File: config.mk
export PLATFORM = sky130hd
export DESIGN_NAME = lpm_merge
export DESIGN_NICKNAME = d
export VERILOG_FILES = /design/src/hw/rtl/lpm_pkg.sv /design/src/hw/rtl/lpm_merge.sv
export SDC_FILE = /design/constraint.sdc
export NUM_CORES = 1
export LEC_CHECK = 0
export ABC_AREA = 1
export ABC_CLOCK_PERIOD_IN_PS = 1000
export BUFFER_PORTS_ARGS = -buffer_cell sky130_fd_sc_hd__buf_2
export CAP_MARGIN = 5
export CELL_PAD_IN_SITES_DETAIL_PLACEMENT = 1
export CELL_PAD_IN_SITES_GLOBAL_PLACEMENT = 2
export CORE_MARGIN = 2
export CORE_UTILIZATION = 20
export DETAILED_ROUTE_END_ITERATION = 7
export HOLD_SLACK_MARGIN = 0.03
export PLACE_DENSITY = 0.82
export SYNTH_ARGS = -nofsm -noshare
export SYNTH_HDL_FRONTEND = slang
export SYNTH_SLANG_ARGS = --single-unit
File: constraint.sdc
create_clock -name clk -period 1 [get_ports clk]
set_clock_uncertainty 0.05 [all_clocks]
set_input_delay 0.2 -clock clk [delete_from_list [all_inputs] [get_ports clk]]
set_output_delay 0.2 -clock clk [all_outputs]
set_load 0.05 [all_outputs]
File: src/hw/rtl/lpm_pkg.sv
// ----------------------------------------------------------------------------
// lpm_pkg
// Types, codes and constants shared by the landing / tracking PID controller.
// ----------------------------------------------------------------------------
package lpm_pkg;

  typedef enum logic [2:0] {
    MODE_IDLE      = 3'd0,
    MODE_TAKEOFF   = 3'd1,
    MODE_TRACKING  = 3'd2,
    MODE_SEARCHING = 3'd3,
    MODE_LANDING   = 3'd4
  } mode_t;

  typedef enum logic [2:0] {
    REQ_TICK    = 3'd0,
    REQ_TARGET  = 3'd1,
    REQ_ALT     = 3'd2,
    REQ_TAKEOFF = 3'd3,
    REQ_LAND    = 3'd4
  } req_t;

  // what the output stage does with the horizontal command
  typedef enum logic [1:0] {
    VOP_KEEP,
    VOP_ZERO,
    VOP_PID
  } vop_t;

  localparam logic [2:0] CFG_GAIN_P       = 3'd0;
  localparam logic [2:0] CFG_GAIN_I       = 3'd1;
  localparam logic [2:0] CFG_GAIN_D       = 3'd2;
  localparam logic [2:0] CFG_CLIMB_DONE   = 3'd3;
  localparam logic [2:0] CFG_TOUCHDOWN    = 3'd4;
  localparam logic [2:0] CFG_SLOW_DESCENT = 3'd5;
  localparam logic [2:0] CFG_CEILING      = 3'd6;
  localparam logic [2:0] CFG_LOST_LIMIT   = 3'd7;

  localparam int CFG_IDX_W  = 3;
  localparam int CFG_DATA_W = 16;

  localparam logic signed [15:0] VZ_CLIMB = 16'sd256;
  localparam logic signed [15:0] VZ_FAST  = -16'sd102;
  localparam logic signed [15:0] VZ_SLOW  = -16'sd77;
  localparam logic [7:0]         TICK_MAX = 8'd255;

  typedef struct packed {
    logic [2:0]         req_type;
    logic signed [15:0] err_x;
    logic signed [15:0] err_y;
    logic [15:0]        altitude_mm;
  } in_item_t;

  typedef struct packed {
    logic signed [15:0] vel_x;
    logic signed [15:0] vel_y;
    logic signed [15:0] vel_z;
    logic [2:0]         mode;
    logic               send;
  } out_item_t;

  typedef struct packed {
    logic [15:0] p;
    logic [15:0] i;
    logic [15:0] d;
  } gains_t;

  typedef struct packed {
    logic signed [15:0] e;
    logic signed [31:0] integ;
    logic signed [15:0] prev;
  } lane_in_t;

  typedef struct packed {
    vop_t               op;
    logic signed [15:0] vel_z;
    mode_t              mode;
    logic               send;
  } meta_t;

  typedef struct packed {
    meta_t    meta;
    lane_in_t lx;
    lane_in_t ly;
  } stage1_t;

endpackage

File: src/hw/rtl/lpm_merge.sv
// ----------------------------------------------------------------------------
// lpm_merge
// Output register: joins both lane results with the mode, vertical rate and
// send flag. Its vel_x/vel_y fields double as the commanded-velocity state.
// ----------------------------------------------------------------------------
module lpm_merge import lpm_pkg::*; (
  input  logic               clk,
  input  logic               rst_n,
  input  logic               load,
  input  meta_t              meta,
  input  logic signed [15:0] lane_x,
  input  logic signed [15:0] lane_y,
  output out_item_t          out_r
);

  out_item_t out_nxt;

  always_comb begin
    out_nxt       = out_r;
    out_nxt.vel_z = meta.vel_z;
    out_nxt.mode  = meta.mode;
    out_nxt.send  = meta.send;
    unique case (meta.op)
      VOP_ZERO: begin
        out_nxt.vel_x = '0;
        out_nxt.vel_y = '0;
      end
      VOP_PID: begin
        out_nxt.vel_x = lane_x;
        out_nxt.vel_y = lane_y;
      end
      default: ;
    endcase
  end

  always_ff @(posedge clk) begin
    if (!rst_n) begin
      out_r <= '{vel_x: '0, vel_y: '0, vel_z: '0, mode: MODE_IDLE, send: 1'b0};
    end else if (load) begin
      out_r <= out_nxt;
    end
  end

endmodule

==> run metrics <==
met2 WL=approximately 3800 um; Total Wirelength=a little under 8000 um; Req. time, crit path=0.75 ns; Yosys warnings=0; 1st-pass router iterations=4; CP max FO=2; n_diodes=0; Static Leakage=2.24 nW; Rows=38; layout cell share with drive strength beyond 1=0.407; Antenna Nets Post-Route=0; largest registers=out_r x52; Syn Std Cell Area=2280 um^2; Final GP Congestion=roughly 0.66; PwrDens=approximately 1600 nW/um^2; slowest CP cell=dfxtp_2; total track usage=0.112; worst-margin pin slew=0.249 ns; most frequent cells in the layout=nor2_1, nand2_1, inv_1, buf_2, dfxtp_2; chip height=111 um; Hold WC Path Type=primary input to flop; first-pass GRT wire length=11,400 um; largest net degree at the start of global routing=33; final cell count without fillers=621; nets=538; max layer used=met4; Synth Area per Inst=roughly 6.3 um^2; largest delay contributor family on the critical path=flip-flops; Placement Cell Area=3010 um^2; Metal-1 WL=about 3400 um; failing checks=setup timing; antenna violations before repair=0; Final Cell Area=3990 um^2; Die Wd=111 um; Seq/Total Area, Yosys=0.457; Peak VDD IR=0.653 mV; CTS Buffer Depth=2; Most flops, register=out_r; final period utilization=1.06; Worst-Skew Late Latency=0.29 ns; final hold slack=0.0776 ns; Final Max Tran Viols=0; clock-pin transition on the worst setup and hold timing paths=about 0.07 ns; Reg2Reg Setup Slack=around 0.20 ns; routed via count=around 2,400; RSZ-0062 raised after global routing=yes; synthesized net count=418; final worst slack=-0.0582 ns; die footprint=around 12,000 um^2; initial DRC count=54; critical path endpoint category=output pin; Max-Cap Viols=0; final hold violations=0; #FFs+latches synth=52; CTS buffer count=5; port buffer count=108; gr ovfl total=0; WL/cell=12.5 um; Rel. slew slack=0.834; H-tree levels=2; Syn Inst Count=360; critical path arrival=~0.81 ns; Largest register FFs=52; vias in the first global route=2,416; most common library cell in the layout ignoring fill and taps=nor2_1; CP startpoint kind=flop; Final Setup Violations=52; CTS Root Cell=clkbuf_16; Buf/Inv on CP=1; Starting Density=0.208; Max Fclk=0.945 GHz; wire length on met3=536 um; TritonCTS clock tree=yes; Worst Path Class, Setup=flop to output pin; Via density=between 3 and 4; fin crit period=1.06 ns; Yosys cell types=12; cells along the critical path=buf_8; max incr delay on CP=0.36 ns; DRC=0; post-DP HPWL=4800 um; final setup TNS=-1.61 ns; synthesis-to-finish area growth=75.1%; dpl cells=598; Placeable Area=11,000 um^2; # clock sinks=52; outcome=complete, but fails checks; Ports=approximately 110
==> logic make-up (layout without fill, tap and decap cells) <==
family | Yosys count | count (layout) | share of synthesized area
flip-flops | 52 | 52 | 0.457
AND/OR/NAND/NOR | 201 | 202 | 0.334
buffers and inverters | 86 | 206 | 0.160
AO/OA/AOI/OAI | 20 | 20 | 0.0439
adder cells (fa/ha/maj) | 1 | 1 | 0.00549
==> through the flow <==
stage | setup slack (ns) | power, W | util
2_1_floorplan | -0.0309 | 0.00336 | -
3_3_place_gp | -0.268 | 0.00372 | 0.274
3_5_place_dp | -0.287 | 0.00375 | 0.274
4_1_cts | -0.0598 | 0.00612 | 0.337
5_1_grt | -0.0826 | 0.00657 | 0.364
6_report | -0.0582 | 0.00622 | 0.364
==> power by group <==
group / internal (W) / switching, W / total, W
logic: 0.000802 / 0.00106 / 0.00186
registers: 0.00227 / 0.000141 / 0.00241
clock network: 0.00118 / 0.000771 / 0.00195
==> layer usage <==
| layer | up-vias | GRT usage |
|---|---|---|
| met5 | - | 0 |
| li1 | 1262 | - |
| met3 | 7 | 0.0377 |
| met4 | 0 | 0.0275 |
| met2 | 75 | 0.194 |
| met1 | 1092 | 0.133 |
==> worst reg2reg max path, stage by stage (launching register included) <==
cell and delay (ns):
dfxtp_2 0.33, buf_4 0.12, inv_1 0.05, nand2_1 0.05, nand2_1 0.05, nor2_1 0.04
==> path summary, 6_finish.rpt <==
kind,startpoint,to,cells past startpoint
worst max register to register,out_r[48],out_r[48],5
worst max-delay path,out_r[3],out_r[3],1
worst min register to register,out_r[14],out_r[14],2
worst min-delay path,meta[2],out_r[2],3
==> layout make-up <==
type / instances / area (um^2)
Clock buffer: 6 / 129
Clock inverter: 2 / 35.0
Fill cell: 1345 / 6990
Inverter: 67 / 264
Multi-Input combinational cell: 223 / 910
Sequential cell: 52 / 1110
Tap cell: 140 / 175
Timing Repair Buffer: 131 / 1370
==> what timing repair did <==
item                                    CTS  global route
pin swaps                                 0             3
resized for setup                       192            19
buffers inserted                          1             8
hold buffers                              0             0
cloned                                    0             6
endpoints found under the setup margin   52            80
==> cells in the mapped netlist, drive strengths merged <==
library cell / instances / area share
nor2: 104 / 0.17
clkbuf: 4 / 0.0082
o21ai: 20 / 0.044
ha: 1 / 0.0055
nand2: 97 / 0.16
dfxtp: 52 / 0.46
buf: 15 / 0.041
inv: 67 / 0.11
Note: power is estimated with default switching activity, not from simulation.
