`config.mk`:
```
export PLATFORM = sky130hd
export DESIGN_NAME = lpm_ctrl
export DESIGN_NICKNAME = d
export VERILOG_FILES = /design/src/hw/rtl/lpm_pkg.sv /design/src/hw/rtl/lpm_ctrl.sv
export SDC_FILE = /design/constraint.sdc
export NUM_CORES = 1
export LEC_CHECK = 0
export BUFFER_PORTS_ARGS = -buffer_cell sky130_fd_sc_hd__buf_2
export CAP_MARGIN = 20
export CORE_MARGIN = 5
export CORE_UTILIZATION = 58
export DETAILED_ROUTE_END_ITERATION = 12
export GPL_TIMING_DRIVEN = 0
export PLACE_DENSITY = 0.88
export SLEW_MARGIN = 20
export SYNTH_ARGS = -nofsm -noshare
export SYNTH_HDL_FRONTEND = slang
export SYNTH_SLANG_ARGS = --single-unit
```
`constraint.sdc`:
```
create_clock -name clk -period 4.2 [get_ports clk]
set_clock_uncertainty 0.05 [all_clocks]
set_input_delay 0.63 -clock clk [delete_from_list [all_inputs] [get_ports clk]]
set_output_delay 0.63 -clock clk [all_outputs]
set_load 0.05 [all_outputs]
```
`src/hw/rtl/lpm_pkg.sv`:
```
// ----------------------------------------------------------------------------
// lpm_pkg
// Types, codes and constants shared by the landing / tracking PID controller.
// ----------------------------------------------------------------------------
package lpm_pkg;

  typedef enum logic [2:0] {
    MODE_IDLE      = 3'd0,
    MODE_TAKEOFF   = 3'd1,
    MODE_TRACKING  = 3'd2,
    MODE_SEARCHING = 3'd3,
    MODE_LANDING   = 3'd4
  } mode_t;

  typedef enum logic [2:0] {
    REQ_TICK    = 3'd0,
    REQ_TARGET  = 3'd1,
    REQ_ALT     = 3'd2,
    REQ_TAKEOFF = 3'd3,
    REQ_LAND    = 3'd4
  } req_t;

  // what the output stage does with the horizontal command
  typedef enum logic [1:0] {
    VOP_KEEP,
    VOP_ZERO,
    VOP_PID
  } vop_t;

  localparam logic [2:0] CFG_GAIN_P       = 3'd0;
  localparam logic [2:0] CFG_GAIN_I       = 3'd1;
  localparam logic [2:0] CFG_GAIN_D       = 3'd2;
  localparam logic [2:0] CFG_CLIMB_DONE   = 3'd3;
  localparam logic [2:0] CFG_TOUCHDOWN    = 3'd4;
  localparam logic [2:0] CFG_SLOW_DESCENT = 3'd5;
  localparam logic [2:0] CFG_CEILING      = 3'd6;
  localparam logic [2:0] CFG_LOST_LIMIT   = 3'd7;

  localparam int CFG_IDX_W  = 3;
  localparam int CFG_DATA_W = 16;

  localparam logic signed [15:0] VZ_CLIMB = 16'sd256;
  localparam logic signed [15:0] VZ_FAST  = -16'sd102;
  localparam logic signed [15:0] VZ_SLOW  = -16'sd77;
  localparam logic [7:0]         TICK_MAX = 8'd255;

  typedef struct packed {
    logic [2:0]         req_type;
    logic signed [15:0] err_x;
    logic signed [15:0] err_y;
    logic [15:0]        altitude_mm;
  } in_item_t;

  typedef struct packed {
    logic signed [15:0] vel_x;
    logic signed [15:0] vel_y;
    logic signed [15:0] vel_z;
    logic [2:0]         mode;
    logic               send;
  } out_item_t;

  typedef struct packed {
    logic [15:0] p;
    logic [15:0] i;
    logic [15:0] d;
  } gains_t;

  typedef struct packed {
    logic signed [15:0] e;
    logic signed [31:0] integ;
    logic signed [15:0] prev;
  } lane_in_t;

  typedef struct packed {
    vop_t               op;
    logic signed [15:0] vel_z;
    mode_t              mode;
    logic               send;
  } meta_t;

  typedef struct packed {
    meta_t    meta;
    lane_in_t lx;
    lane_in_t ly;
  } stage1_t;

endpackage

```
`src/hw/rtl/lpm_ctrl.sv`:
```
// ----------------------------------------------------------------------------
// lpm_ctrl
// Configuration registers, flight-mode state machine and integrators.
// Updates all control state on each accepted beat and issues one PID job.
// ----------------------------------------------------------------------------
module lpm_ctrl import lpm_pkg::*; (
  input  logic                  clk,
  input  logic                  rst_n,
  input  logic                  cfg_we,
  input  logic [CFG_IDX_W-1:0]  cfg_idx,
  input  logic [CFG_DATA_W-1:0] cfg_data,
  input  logic                  accept,
  input  in_item_t              in_data,
  output stage1_t               s1_r,
  output gains_t                gains
);

  logic [15:0] gain_p_r, gain_i_r, gain_d_r;
  logic [15:0] climb_r, touch_r, slow_r, ceil_r;
  logic [7:0]  lost_r;

  mode_t              mode_r, mode_nxt;
  logic signed [31:0] integ_x_r, integ_x_nxt, integ_y_r, integ_y_nxt;
  logic signed [15:0] prev_x_r, prev_x_nxt, prev_y_r, prev_y_nxt;
  logic signed [15:0] vz_r, vz_nxt;
  logic [15:0]        alt_r, alt_nxt;
  logic [7:0]         ticks_r, ticks_nxt;
  logic signed [31:0] add_x, add_y;
  vop_t               op;
  logic               send;
  logic               clr;
  stage1_t            s1_nxt;

  function automatic logic signed [31:0] sat_add(input logic signed [31:0] a,
                                                 input logic signed [15:0] b);
    logic signed [32:0] s;
    s = 33'(a) + 33'(b);
    if (s[32] != s[31]) begin
      sat_add = s[32] ? {1'b1, 31'd0} : {1'b0, {31{1'b1}}};
    end else begin
      sat_add = s[31:0];
    end
  endfunction

  assign add_x = sat_add(integ_x_r, in_data.err_x);
  assign add_y = sat_add(integ_y_r, in_data.err_y);

  always_comb begin
    mode_nxt    = mode_r;
    integ_x_nxt = integ_x_r;
    integ_y_nxt = integ_y_r;
    prev_x_nxt  = prev_x_r;
    prev_y_nxt  = prev_y_r;
    vz_nxt      = vz_r;
    alt_nxt     = alt_r;
    ticks_nxt   = ticks_r;
    op          = VOP_KEEP;
    send        = 1'b0;
    clr         = 1'b0;
    unique case (in_data.req_type)
      REQ_TICK: begin
        if (ticks_r < TICK_MAX) begin
          ticks_nxt = ticks_r + 8'd1;
        end
        send = (mode_r != MODE_IDLE);
        if (mode_nxt == MODE_TAKEOFF) begin
          clr    = 1'b1;
          op     = VOP_ZERO;
          vz_nxt = VZ_CLIMB;
          if (alt_r > climb_r) begin
            vz_nxt   = '0;
            mode_nxt = MODE_TRACKING;
          end
        end
        if (mode_nxt == MODE_LANDING && ticks_nxt > lost_r) begin
          mode_nxt = MODE_TAKEOFF;
          clr      = 1'b1;
        end
        if (mode_nxt == MODE_LANDING && alt_r < touch_r) begin
          mode_nxt = MODE_IDLE;
          op       = VOP_ZERO;
          clr      = 1'b1;
          send     = 1'b1;
        end
        if (mode_nxt == MODE_TRACKING && ticks_nxt > lost_r) begin
          mode_nxt = MODE_SEARCHING;
          clr      = 1'b1;
        end
      end
      REQ_TARGET: begin
        if (mode_r == MODE_SEARCHING) begin
          mode_nxt = MODE_TRACKING;
        end
        ticks_nxt = '0;
        if (mode_nxt == MODE_TRACKING || mode_nxt == MODE_LANDING) begin
          integ_x_nxt = add_x;
          integ_y_nxt = add_y;
          prev_x_nxt  = in_data.err_x;
          prev_y_nxt  = in_data.err_y;
          op          = VOP_PID;
          if (mode_nxt == MODE_LANDING) begin
            if (alt_r <= ceil_r && alt_r > slow_r) begin
              vz_nxt = VZ_FAST;
            end else if (alt_r <= slow_r) begin
              vz_nxt = VZ_SLOW;
            end
          end
        end
      end
      REQ_ALT:     alt_nxt  = in_data.altitude_mm;
      REQ_TAKEOFF: mode_nxt = MODE_TAKEOFF;
      REQ_LAND:    mode_nxt = MODE_LANDING;
      default: ;
    endcase
    if (clr) begin
      integ_x_nxt = '0;
      integ_y_nxt = '0;
      prev_x_nxt  = '0;
      prev_y_nxt  = '0;
    end
  end

  always_comb begin
    s1_nxt.meta.op    = op;
    s1_nxt.meta.vel_z = vz_nxt;
    s1_nxt.meta.mode  = mode_nxt;
    s1_nxt.meta.send  = send;
    s1_nxt.lx.e       = in_data.err_x;
    s1_nxt.lx.integ   = integ_x_nxt;
    s1_nxt.lx.prev    = prev_x_r;
    s1_nxt.ly.e       = in_data.err_y;
    s1_nxt.ly.integ   = integ_y_nxt;
    s1_nxt.ly.prev    = prev_y_r;
  end

  always_ff @(posedge clk) begin
    if (!rst_n) begin
      gain_p_r <= 16'd6849;
      gain_i_r <= 16'd98;
      gain_d_r <= 16'd524;
      climb_r  <= 16'd5000;
      touch_r  <= 16'd180;
      slow_r   <= 16'd2000;
      ceil_r   <= 16'd10000;
      lost_r   <= 8'd100;
    end else if (cfg_we) begin
      unique case (cfg_idx)
        CFG_GAIN_P:       gain_p_r <= cfg_data;
        CFG_GAIN_I:       gain_i_r <= cfg_data;
        CFG_GAIN_D:       gain_d_r <= cfg_data;
        CFG_CLIMB_DONE:   climb_r  <= cfg_data;
        CFG_TOUCHDOWN:    touch_r  <= cfg_data;
        CFG_SLOW_DESCENT: slow_r   <= cfg_data;
        CFG_CEILING:      ceil_r   <= cfg_data;
        CFG_LOST_LIMIT:   lost_r   <= cfg_data[7:0];
        default: ;
      endcase
    end
  end

  always_ff @(posedge clk) begin
    if (!rst_n) begin
      mode_r    <= MODE_IDLE;
      integ_x_r <= '0;
      integ_y_r <= '0;
      prev_x_r  <= '0;
      prev_y_r  <= '0;
      vz_r      <= '0;
      alt_r     <= '0;
      ticks_r   <= '0;
    end else if (accept) begin
      mode_r    <= mode_nxt;
      integ_x_r <= integ_x_nxt;
      integ_y_r <= integ_y_nxt;
      prev_x_r  <= prev_x_nxt;
      prev_y_r  <= prev_y_nxt;
      vz_r      <= vz_nxt;
      alt_r     <= alt_nxt;
      ticks_r   <= ticks_nxt;
    end
  end

  always_ff @(posedge clk) begin
    if (accept) begin
      s1_r <= s1_nxt;
    end
  end

  assign gains.p = gain_p_r;
  assign gains.i = gain_i_r;
  assign gains.d = gain_d_r;

endmodule

```
==> impl_metrics.json <==
{
  "rr_endpoint": "prev_x_r[14]",
  "start_util": 0.586,
  "drt-total-wl_um": 59300,
  "regMostFlops": "s1_r",
  "reg2reg_from": "ticks_r[1]",
  "dpl.cell_count": 2914,
  "finalSetupTns_ns": 0,
  "drive_gt1_frac": 0.159,
  "hold_viol": 0,
  "fin_area_sq_um": 23600,
  "clk_pin_slew_worst_paths_ns": 0.06,
  "track_usage": 0.294,
  "syn-num-nets": 2413,
  "synth_flop_cell": "dfxtp_1",
  "status": "finished, final reports clean",
  "power_leakage_uw": 0.00997,
  "min-delay-start": "in_data[44]",
  "area_delta_synth_final_pct": 16.7,
  "cts.sinks": 409,
  "core_sq_um": 34500,
  "holdPathEnd": "s1_r[124]",
  "vias": 18150,
  "fin_crit_sh": 0.990,
  "cp_max_fo": 10,
  "pwr_density_cell_nw_per_um2": 380,
  "grt_pass1_wl_um": 92100,
  "io_buffer_count": 257,
  "tightest_slew_ns": 1.11,
  "maxCapViolations": 0,
  "firstDrtPassIters": 6,
  "syn-instance-count": 2201,
  "max_freq_mhz": 241,
  "worstPathRequired_ns": 4.60,
  "dpl-instance-area_sq_um": 22100,
  "fp-row-count": 68,
  "hold_depth": 1,
  "fin_ws_ns": 0.0430,
  "fin_cells": 2990,
  "setup_violations": 0,
  "startpoint_type": "register",
  "route.detailed.wl_per_inst_um": 19.8,
  "dieArea_sq_um": 38600,
  "crit_path_end_kind": "register",
  "worstHoldPathType": "primary input to register",
  "grt_max_degree": 108,
  "die_h_um": 197,
  "crit_chain": "ha_1 -> nand2_1 -> nor2_2 -> nand3_2 -> mux2_2 -> ha_1 -> nor2b_1 -> o211ai_1 -> a21oi_2 -> o211ai_1 -> a31oi_1 -> o31ai_4 -> a21oi_4 -> clkbuf_2 -> nand3_1 -> a21oi_1",
  "gp_congestion": 1.01,
  "slowest_stage": "a21oi_4",
  "synth_warnings": 0,
  "cp_top_family": "compound AO/OA/AOI/OAI gates",
  "postSynth.asyncResetShare": 0,
  "synth_area_sq_um": 20200,
  "overflow": 0,
  "place_ws_ns": -0.605,
  "top_regs": "s1_r (150), integ_x_r (32), integ_y_r (32)",
  "reg2regPathDepth": 16,
  "cp_num_buf_inv": 1,
  "maxSlewHeadroom": 0.261,
  "grt_pass1_vias": 17441,
  "antennaDiodeCount": 0,
  "criticalPathCategory": "register to register",
  "drtIter0Drc": 1529,
  "peakVddDrop_mv": 0.337,
  "numCtsBuffers": 40,
  "critPathMaxStageDelay_ns": 0.44,
  "slew_viol_final": 0,
  "clockBufferDepth": 3,
  "post-route-drc-count": 0,
  "dp_hpwl_um": 43800,
  "clock_latency_ns": 0.54,
  "antenna_found_initial": 0,
  "synth-edff-count": 150,
  "ioPinCount": 272,
  "root_buffer": "clkbuf_16",
  "cts_tree": "yes",
  "largest_reg_flops": 150,
  "ys_seq_area_frac": 0.480,
  "rrSetupSlack_ns": 0.04,
  "worstPathArrival_ns": 4.56,
  "die_w_um": 197,
  "ys_ff_latch": 409,
  "htree_levels": 2,
  "period_needed_ns": 4.16,
  "layout.nets": 2716,
  "ant_nets": 0,
  "hold_slack_ns": 0.266,
  "avgSynthCellArea_sq_um": 9.17,
  "synth_cell_types": 82,
  "vias_per_cell": 6.07
}
-- logic make-up after synthesis --
| group | Yosys count | synth area share |
|---|---|---|
| simple gates | 718 | 0.155 |
| compound gates | 667 | 0.211 |
| flops | 409 | 0.480 |
| buf+inv | 210 | 0.0414 |
| fa+ha+maj | 140 | 0.0873 |
| xor+xnor | 49 | 0.0213 |
| mux | 8 | 0.00403 |
-- worst reg2reg max path, cell delays in order, from the launching register on --
cell      delay, ns
dfxtp_1        0.37
ha_1           0.21
nand2_1        0.12
nor2_2         0.18
nand3_2        0.19
mux2_2         0.34
ha_1           0.30
nor2b_1        0.15
o211ai_1       0.13
a21oi_2        0.19
o211ai_1       0.13
a31oi_1        0.38
o31ai_4        0.15
a21oi_4        0.44
clkbuf_2       0.43
nand3_1        0.15
a21oi_1        0.17
-- layer usage --
metal	vias to the layer above	GRT usage	wire (um)
met3	174	0.0499	5420
met1	8522	0.373	23100
met4	0	0.110	2400
li1	8494	-	-
met5	-	0	0
met2	960	0.506	28400
-- cell usage in the layout, fill, tap and decap left out, types with 30 or more instances in the layout --
cell type    n
a21o_1      66
o211ai_1    52
xnor2_1     30
clkbuf_1    82
buf_2      270
edfxtp_1   150
nor2_1     104
o21ai_0     95
clkbuf_16   41
nand3_1     69
inv_1       90
nand2_1    411
o21ai_1     36
ha_1       136
a21oi_1    241
dfxtp_1    258
o2bb2ai_1   32
-- final cells by class --
type / instances / area, sq um
Multi-Input combinational cell: 1582 / 9720
Tap cell: 455 / 569
Inverter: 91 / 342
Timing Repair Buffer: 261 / 1360
Clock inverter: 15 / 191
Fill cell: 2630 / 10900
Clock buffer: 58 / 1140
Sequential cell: 409 / 9690
Buffer: 119 / 547
-- Yosys cell counts, types with 3 or more instances --
| library cell | instances | area share |
|---|---|---|
| a2111oi_0 | 5 | 0.0022 |
| a211o_1 | 5 | 0.0022 |
| a211oi_1 | 14 | 0.0052 |
| a21boi_0 | 3 | 0.0011 |
| a21o_1 | 66 | 0.025 |
| a21oi_1 | 243 | 0.060 |
| a221o_1 | 3 | 0.0015 |
| a221oi_1 | 4 | 0.0017 |
| a22o_1 | 21 | 0.0091 |
| a22oi_1 | 9 | 0.0033 |
| a31o_2 | 3 | 0.0013 |
| a31oi_1 | 9 | 0.0028 |
| and2_1 | 16 | 0.0050 |
| and3_1 | 10 | 0.0031 |
| buf_1 | 7 | 0.0013 |
| buf_2 | 20 | 0.0050 |
| clkbuf_1 | 81 | 0.015 |
| clkbuf_2 | 9 | 0.0022 |
| dfxtp_1 | 259 | 0.26 |
| edfxtp_1 | 150 | 0.22 |
| ha_1 | 136 | 0.084 |
| inv_1 | 90 | 0.017 |
| mux2i_1 | 7 | 0.0035 |
| nand2_1 | 411 | 0.076 |
| nand2b_1 | 16 | 0.0050 |
| nand3_1 | 70 | 0.017 |
| nand4_1 | 25 | 0.0077 |
| nor2_1 | 106 | 0.020 |
| nor2b_1 | 14 | 0.0043 |
| nor3_1 | 21 | 0.0052 |
| nor4_1 | 4 | 0.0012 |
| o211ai_1 | 52 | 0.019 |
| o21a_1 | 15 | 0.0056 |
| o21ai_0 | 95 | 0.024 |
| o21ai_1 | 36 | 0.0089 |
| o21bai_1 | 8 | 0.0030 |
| o221ai_1 | 6 | 0.0026 |
| o2bb2ai_1 | 33 | 0.014 |
| o31ai_1 | 5 | 0.0019 |
| or2_2 | 4 | 0.0012 |
| or3_1 | 9 | 0.0028 |
| xnor2_1 | 31 | 0.013 |
| xor2_1 | 18 | 0.0078 |
-- per-stage QoR --
| step | total power [uW] | utilization |
|---|---|---|
| after global placement | 5300 | 0.640 |
| final | 8940 | 0.684 |
| after CTS | 8930 | 0.681 |
| after global routing | 9190 | 0.684 |
| after floorplan | 5010 | - |
| after detailed placement | 5330 | 0.641 |
-- worst max path at each step --
stage | slack [ns] | from | endpoint | cells past startpoint
6_report | 0.04 | ticks_r[1] | prev_x_r[14] | 16
5_1_grt | -0.13 | ticks_r[1] | prev_x_r[0] | 17
4_1_cts | 0.005 | ticks_r[0] | integ_y_r[6] | 17
3_5_place_dp | -0.60 | ticks_r[0] | prev_x_r[14] | 16
3_3_place_gp | -1.48 | accept | alt_r[10] | 7
2_1_floorplan | 0.64 | in_data[16] | s1_r[46] | 11
-- repair_timing --
| item | 4_1_cts | 5_1_grt |
|---|---|---|
| setup buffers | 0 | 3 |
| hold buffers | 0 | 0 |
| setup endpoints to repair | 147 | 135 |
| pin swaps | 0 | 1 |
| gates resized for setup | 22 | 26 |
-- power breakdown --
| group | internal (uW) | switching (uW) | total [uW] |
|---|---|---|---|
| sequential | 4210 | 46.7 | 4260 |
| combinational | 252 | 753 | 1010 |
| clock | 2140 | 1530 | 3680 |
Note: power is estimated with default switching activity, not from simulation.
